==> src/hw/rtl/bpc_pkg.sv <==
// Package with widths, constants and types shared by the pressure compensation block.
`timescale 1ns / 1ps
package bpc_pkg;

  localparam int FRAC_BITS = 6;
  localparam int PA_STEP = 5000;
  localparam int OUT_W = 24;
  localparam int OUT_MAX = 24'hFFFFFF;
  localparam int NUM_W = 128;

  // Number of cells in the restoring divider chain, one quotient bit per cell.
  localparam int DIV_CELLS = NUM_W;

  localparam logic [1:0] ST_OK = 2'd0;
  localparam logic [1:0] ST_SAT = 2'd1;
  localparam logic [1:0] ST_ZERO_DIV = 2'd2;

  // Configuration register indexes.
  localparam logic [1:0] REG_LOW = 2'd0;
  localparam logic [1:0] REG_MID = 2'd1;
  localparam logic [1:0] REG_HIGH = 2'd2;
  localparam logic [1:0] REG_OFFSET = 2'd3;

  // Quantities carried through the divider cells along with the division itself.
  typedef struct packed {
    logic       vld;
    logic       zdiv;
    logic       neg;
    logic [NUM_W-1:0] num;
    logic [NUM_W-1:0] den;
    logic [NUM_W-1:0] rem;
    logic [NUM_W-1:0] quo;
  } div_tok_t;

endpackage

==> src/hw/rtl/bpc_div_cell.sv <==
// One cell of the restoring divider chain: one quotient bit per cycle while en is high.
`timescale 1ns / 1ps
module bpc_div_cell
  import bpc_pkg::*;
(
  input  logic     clk,
  input  logic     rst_n,
  input  logic     en,
  input  div_tok_t tok_in,
  output div_tok_t tok_out
);

  div_tok_t     tok_nxt;
  logic [NUM_W:0] sh;
  logic [NUM_W:0] diff;

  // Shift in the next numerator bit and try a subtraction.
  always_comb begin
    tok_nxt = tok_in;
    sh   = {tok_in.rem, tok_in.num[NUM_W-1]};
    diff = sh - {1'b0, tok_in.den};
    tok_nxt.num = {tok_in.num[NUM_W-2:0], 1'b0};
    if (!diff[NUM_W]) begin
      tok_nxt.rem = diff[NUM_W-1:0];
      tok_nxt.quo = {tok_in.quo[NUM_W-2:0], 1'b1};
    end else begin
      tok_nxt.rem = sh[NUM_W-1:0];
      tok_nxt.quo = {tok_in.quo[NUM_W-2:0], 1'b0};
    end
  end

  always_ff @(posedge clk) begin
    if (!rst_n) tok_out.vld <= 1'b0;
    else if (en) tok_out.vld <= tok_nxt.vld;
    if (en) begin
      tok_out.zdiv <= tok_nxt.zdiv;
      tok_out.neg  <= tok_nxt.neg;
      tok_out.num  <= tok_nxt.num;
      tok_out.den  <= tok_nxt.den;
      tok_out.rem  <= tok_nxt.rem;
      tok_out.quo  <= tok_nxt.quo;
    end
  end

endmodule

==> config.mk <==
export PLATFORM = sky130hd
export DESIGN_NAME = bpc_div_cell
export DESIGN_NICKNAME = d
export VERILOG_FILES = /design/src/hw/rtl/bpc_pkg.sv /design/src/hw/rtl/bpc_div_cell.sv
export SDC_FILE = /design/constraint.sdc
export NUM_CORES = 1
export LEC_CHECK = 0
export BUFFER_PORTS_ARGS = -buffer_cell sky130_fd_sc_hd__buf_4
export CAP_MARGIN = 20
export CORE_AREA = 2 2 405 407
export CTS_CLUSTER_SIZE = 10
export DETAILED_ROUTE_END_ITERATION = 16
export DIE_AREA = 0 0 407 409
export PLACE_DENSITY = 0.43
export SLEW_MARGIN = 30
export SYNTH_ARGS = -nofsm -noshare
export SYNTH_HDL_FRONTEND = slang
export SYNTH_SLANG_ARGS = --single-unit
==> constraint.sdc <==
create_clock -name clk -period 7.1 [get_ports clk]
set_input_delay 0.71 -clock clk [delete_from_list [all_inputs] [get_ports clk]]
set_output_delay 0.71 -clock clk [all_outputs]
set_load 0.01 [all_outputs]
==> flow_metrics.py <==
metrics = {
    "power": {
        "swShare_pct": 30.8,
        "clkPwrFrac_pct": 37.5,
        "p_leak_nw": 15.8,
        "p_switching_w": 0.00299,
        "ir_drop_v": 0.000169,
        "seq_power_share_pct": 39.1,
        "combPwrFrac_pct": 23.4,
        "power.density_nw_per_um2": 251,
        "p_int_w": 0.00674,
    },
    "sta": {
        "rsz0062_at_grt": "no",
        "clock_skew_ps": 0,
        "fmax_mhz": 192,
        "finalSetupViolations": 0,
        "period_minus_slack_ps": 5200,
        "setup_tns_ps": 0,
        "tightest_slew_ps": 1030,
        "hold_viol": 0,
        "slew_violations": 0,
        "fin_crit_sh_pct": 73.2,
        "max-slew-margin-rel_pct": 31.6,
    },
    "detailed_routing": {
        "drc": 0,
        "first_pass_iters": 5,
        "finalWirelength_mm": 151,
        "routed_via_density": 4.15,
        "dr.first_iter.drc_count": 1483,
        "wl_per_cell_um": 26.9,
        "ant_nets": 0,
        "vias": 23249,
    },
    "yosys": {
        "syn_avg_cell_area_sq_um": 11.1,
        "async_flop_share_pct": 0,
        "synth_nets": 3004,
        "ys_types": 75,
        "synth_area_sq_um": 26200,
        "synth_cells": 2357,
        "synth-seq-cells": 514,
        "synth_edf_count": 513,
        "ys_seq_area_share_pct": 58.9,
        "synth_flop_cell": "edfxtp_1",
        "yosys_warnings": 0,
    },
    "setup_path": {
        "crit_path_max_fanout": 109,
        "end_kind": "register",
        "cp_cell_sequence": "buf_4 -> ha_1 -> fa_1 -> nand2b_1 -> a21oi_2 -> o21ai_2 -> a211oi_2 -> o2111ai_1 -> a2111o_1 -> a2111oi_4 -> a22o_1 -> or2_4 -> buf_12 -> buf_12 -> a211o_1 -> nand3_1",
        "path_delay_family": "compound AO/OA/AOI/OAI gates",
        "reg2reg_from": "tok_out[514]$_SDFFE_PN0P_",
        "path_class": "primary input to register",
        "cp_common_cell": "buf_12",
        "path_buf_inv": 3,
        "cp_data_required_time_ps": 7490,
        "start_kind": "primary input",
        "crit_start": "tok_in[256]",
        "slowest_delay_ps": 630,
        "cp_data_arrival_time_ps": 5580,
        "slowest_stage": "a2111o_1",
    },
    "clock_network": {
        "insertion_delay_ps": 670,
        "clock_sinks": 514,
        "numCtsBuffers": 73,
        "htree_num_levels": 3,
        "cts.root.buffer_cell": "clkbuf_16",
        "cts_tree": "done",
        "cts_buffer_depth": 3,
        "postCtsResizedCells": 0,
        "cts_setup_buffers": 0,
        "clkTransAtPathRegs_ps": 60,
        "postCtsHoldBufs": 0,
    },
    "place": {
        "placed_area_sq_um": 36400,
        "place.gp.congestion": 0.868,
        "io_buffers": 1030,
        "dp_hpwl_mm": 125,
    },
    "global_routing": {
        "grt_max_degree": 135,
        "track_usage_pct": 17.3,
        "grt_pass1_vias": 23415,
        "antenna_found_initial": 46,
        "grt_pass1_wl_mm": 197,
        "overflow": 0,
    },
    "cells_and_area": {
        "nNetsFinal": 4026,
        "fin_area_sq_um": 38700,
        "regMostFlops": "tok_out",
        "final_core_util_pct": 23.9,
        "area_growth_pct": 47.9,
        "top_regs": "tok_out x514",
        "largest_register_ffs": 514,
        "final_layout_size_suffix_gt1_share_pct": 34.3,
    },
    "floorplanning": {
        "die_x_um": 407,
        "coreArea_sq_um": 162000,
        "dieHeight_um": 409,
        "row_count": 148,
        "ios": 1033,
        "die-area_sq_um": 166000,
        "initial_core_util_pct": 16.2,
    },
    "worst_hold_path": {
        "min-delay-start": "tok_in[74]",
        "hold_class": "primary input to register",
    },
    "flow_run": {
        "drv_cap": 0,
    },
    "status": {
        "run_status": "finished clean",
    },
}
cell families (layout without fill, tap and decap cells):
group                      Yosys count  after routing  synth area share (%)
AOI/OAI and AO/OA                  685            685                  15.7
xor gates and xnor gates           110            110                  3.68
adders and majority gates          129            129                  6.20
buffers and inverters              263           1326                  3.99
DFF                                514            514                  58.9
muxes                                3              3                 0.124
other                                1             12                0.0143
and+or+nand+nor                    652            652                  11.3
power by group through the flow:
stage	Clock, W	Sequential (W)	Combinational [W]
after detailed placement	0	0.00386	0.00231
final	0.00365	0.00380	0.00227
after CTS	0.00382	0.00381	0.00232
after global placement	0	0.00386	0.00231
after global routing	0.00389	0.00384	0.00245
after floorplan	0	0.00401	0.000802
final cells by class:
type	instances	area (sq um)
inverter	162	608
multi-input combinational	1580	9710
clock buffer	83	1860
tap	2175	2720
timing repair buffer	1048	7940
clock inverter	33	417
sequential	514	15400
antenna	11	27.5
fill	17592	123000
per-layer routing:
metal,vias up,wire [um],track usage (%)
li1,10768,-,-
met1,11332,51300,17.3
met2,869,78800,31.8
met3,222,13900,6.41
met4,58,6230,7.48
met5,-,379,0
placed cells by master (no fill, tap or decap), drive strengths merged, types with 37 or more instances in the layout:
master,instances
buf,1048
edfxtp,513
nand2,302
o21ai,237
a21oi,217
inv,166
ha,128
nor2,127
clkbuf,83
nand4,76
xnor2,66
a21o,52
xor2,44
nor3,40
o21bai,37
stage by stage:
stage / setup slack, ps / hold WS, ps / cells / power (W)
floorplan: 2680 / 538 / 2357 / 0.00481
finish: 1900 / 200 / 5606 / 0.00973
global placement: 876 / 504 / 5479 / 0.00618
CTS: 1890 / 102 / 5595 / 0.00995
global route: 1550 / 139 / 5600 / 0.0102
detailed placement: 1110 / 522 / 5479 / 0.00617
cell usage after synthesis, types with 4 or more instances:
master | count | area, sq um
o21a_1 | 20 | 150
nor3_1 | 40 | 200
buf_4 | 4 | 30.0
o211ai_1 | 13 | 97.6
a21oi_1 | 216 | 1080
nand3_1 | 17 | 85.1
nor4_1 | 10 | 62.6
and2_1 | 6 | 37.5
o21ai_0 | 214 | 1070
ha_1 | 128 | 1600
a221oi_1 | 5 | 43.8
o21bai_1 | 37 | 278
nor2_1 | 127 | 477
a21o_1 | 52 | 390
and3_1 | 8 | 50.1
a21boi_0 | 14 | 105
a31oi_1 | 11 | 68.8
o2111ai_1 | 7 | 61.3
buf_2 | 16 | 80.1
xor2_1 | 44 | 385
a211oi_1 | 11 | 82.6
nand2_1 | 302 | 1130
o41ai_1 | 4 | 35.0
clkbuf_1 | 78 | 293
o21ai_1 | 22 | 110
nand4_1 | 76 | 475
or3_1 | 12 | 75.1
nand2b_1 | 14 | 87.6
a211o_1 | 5 | 43.8
edfxtp_1 | 513 | 15400
xnor2_1 | 66 | 578
or2_2 | 9 | 56.3
o31ai_1 | 14 | 105
or4_1 | 5 | 37.5
nor2b_1 | 11 | 68.8
inv_1 | 161 | 604
path summary, 6_finish.rpt:
kind	end	slack, ps	depth (start not counted)
setup reg to reg	tok_out[514]$_SDFFE_PN0P_	6510	2
hold / removal	tok_out[75]$_DFFE_PP_	200	1
setup / recovery	tok_out[243]$_DFFE_PP_	1900	16
hold reg to reg	tok_out[514]$_SDFFE_PN0P_	520	2
(Power assumes the default switching activity.)
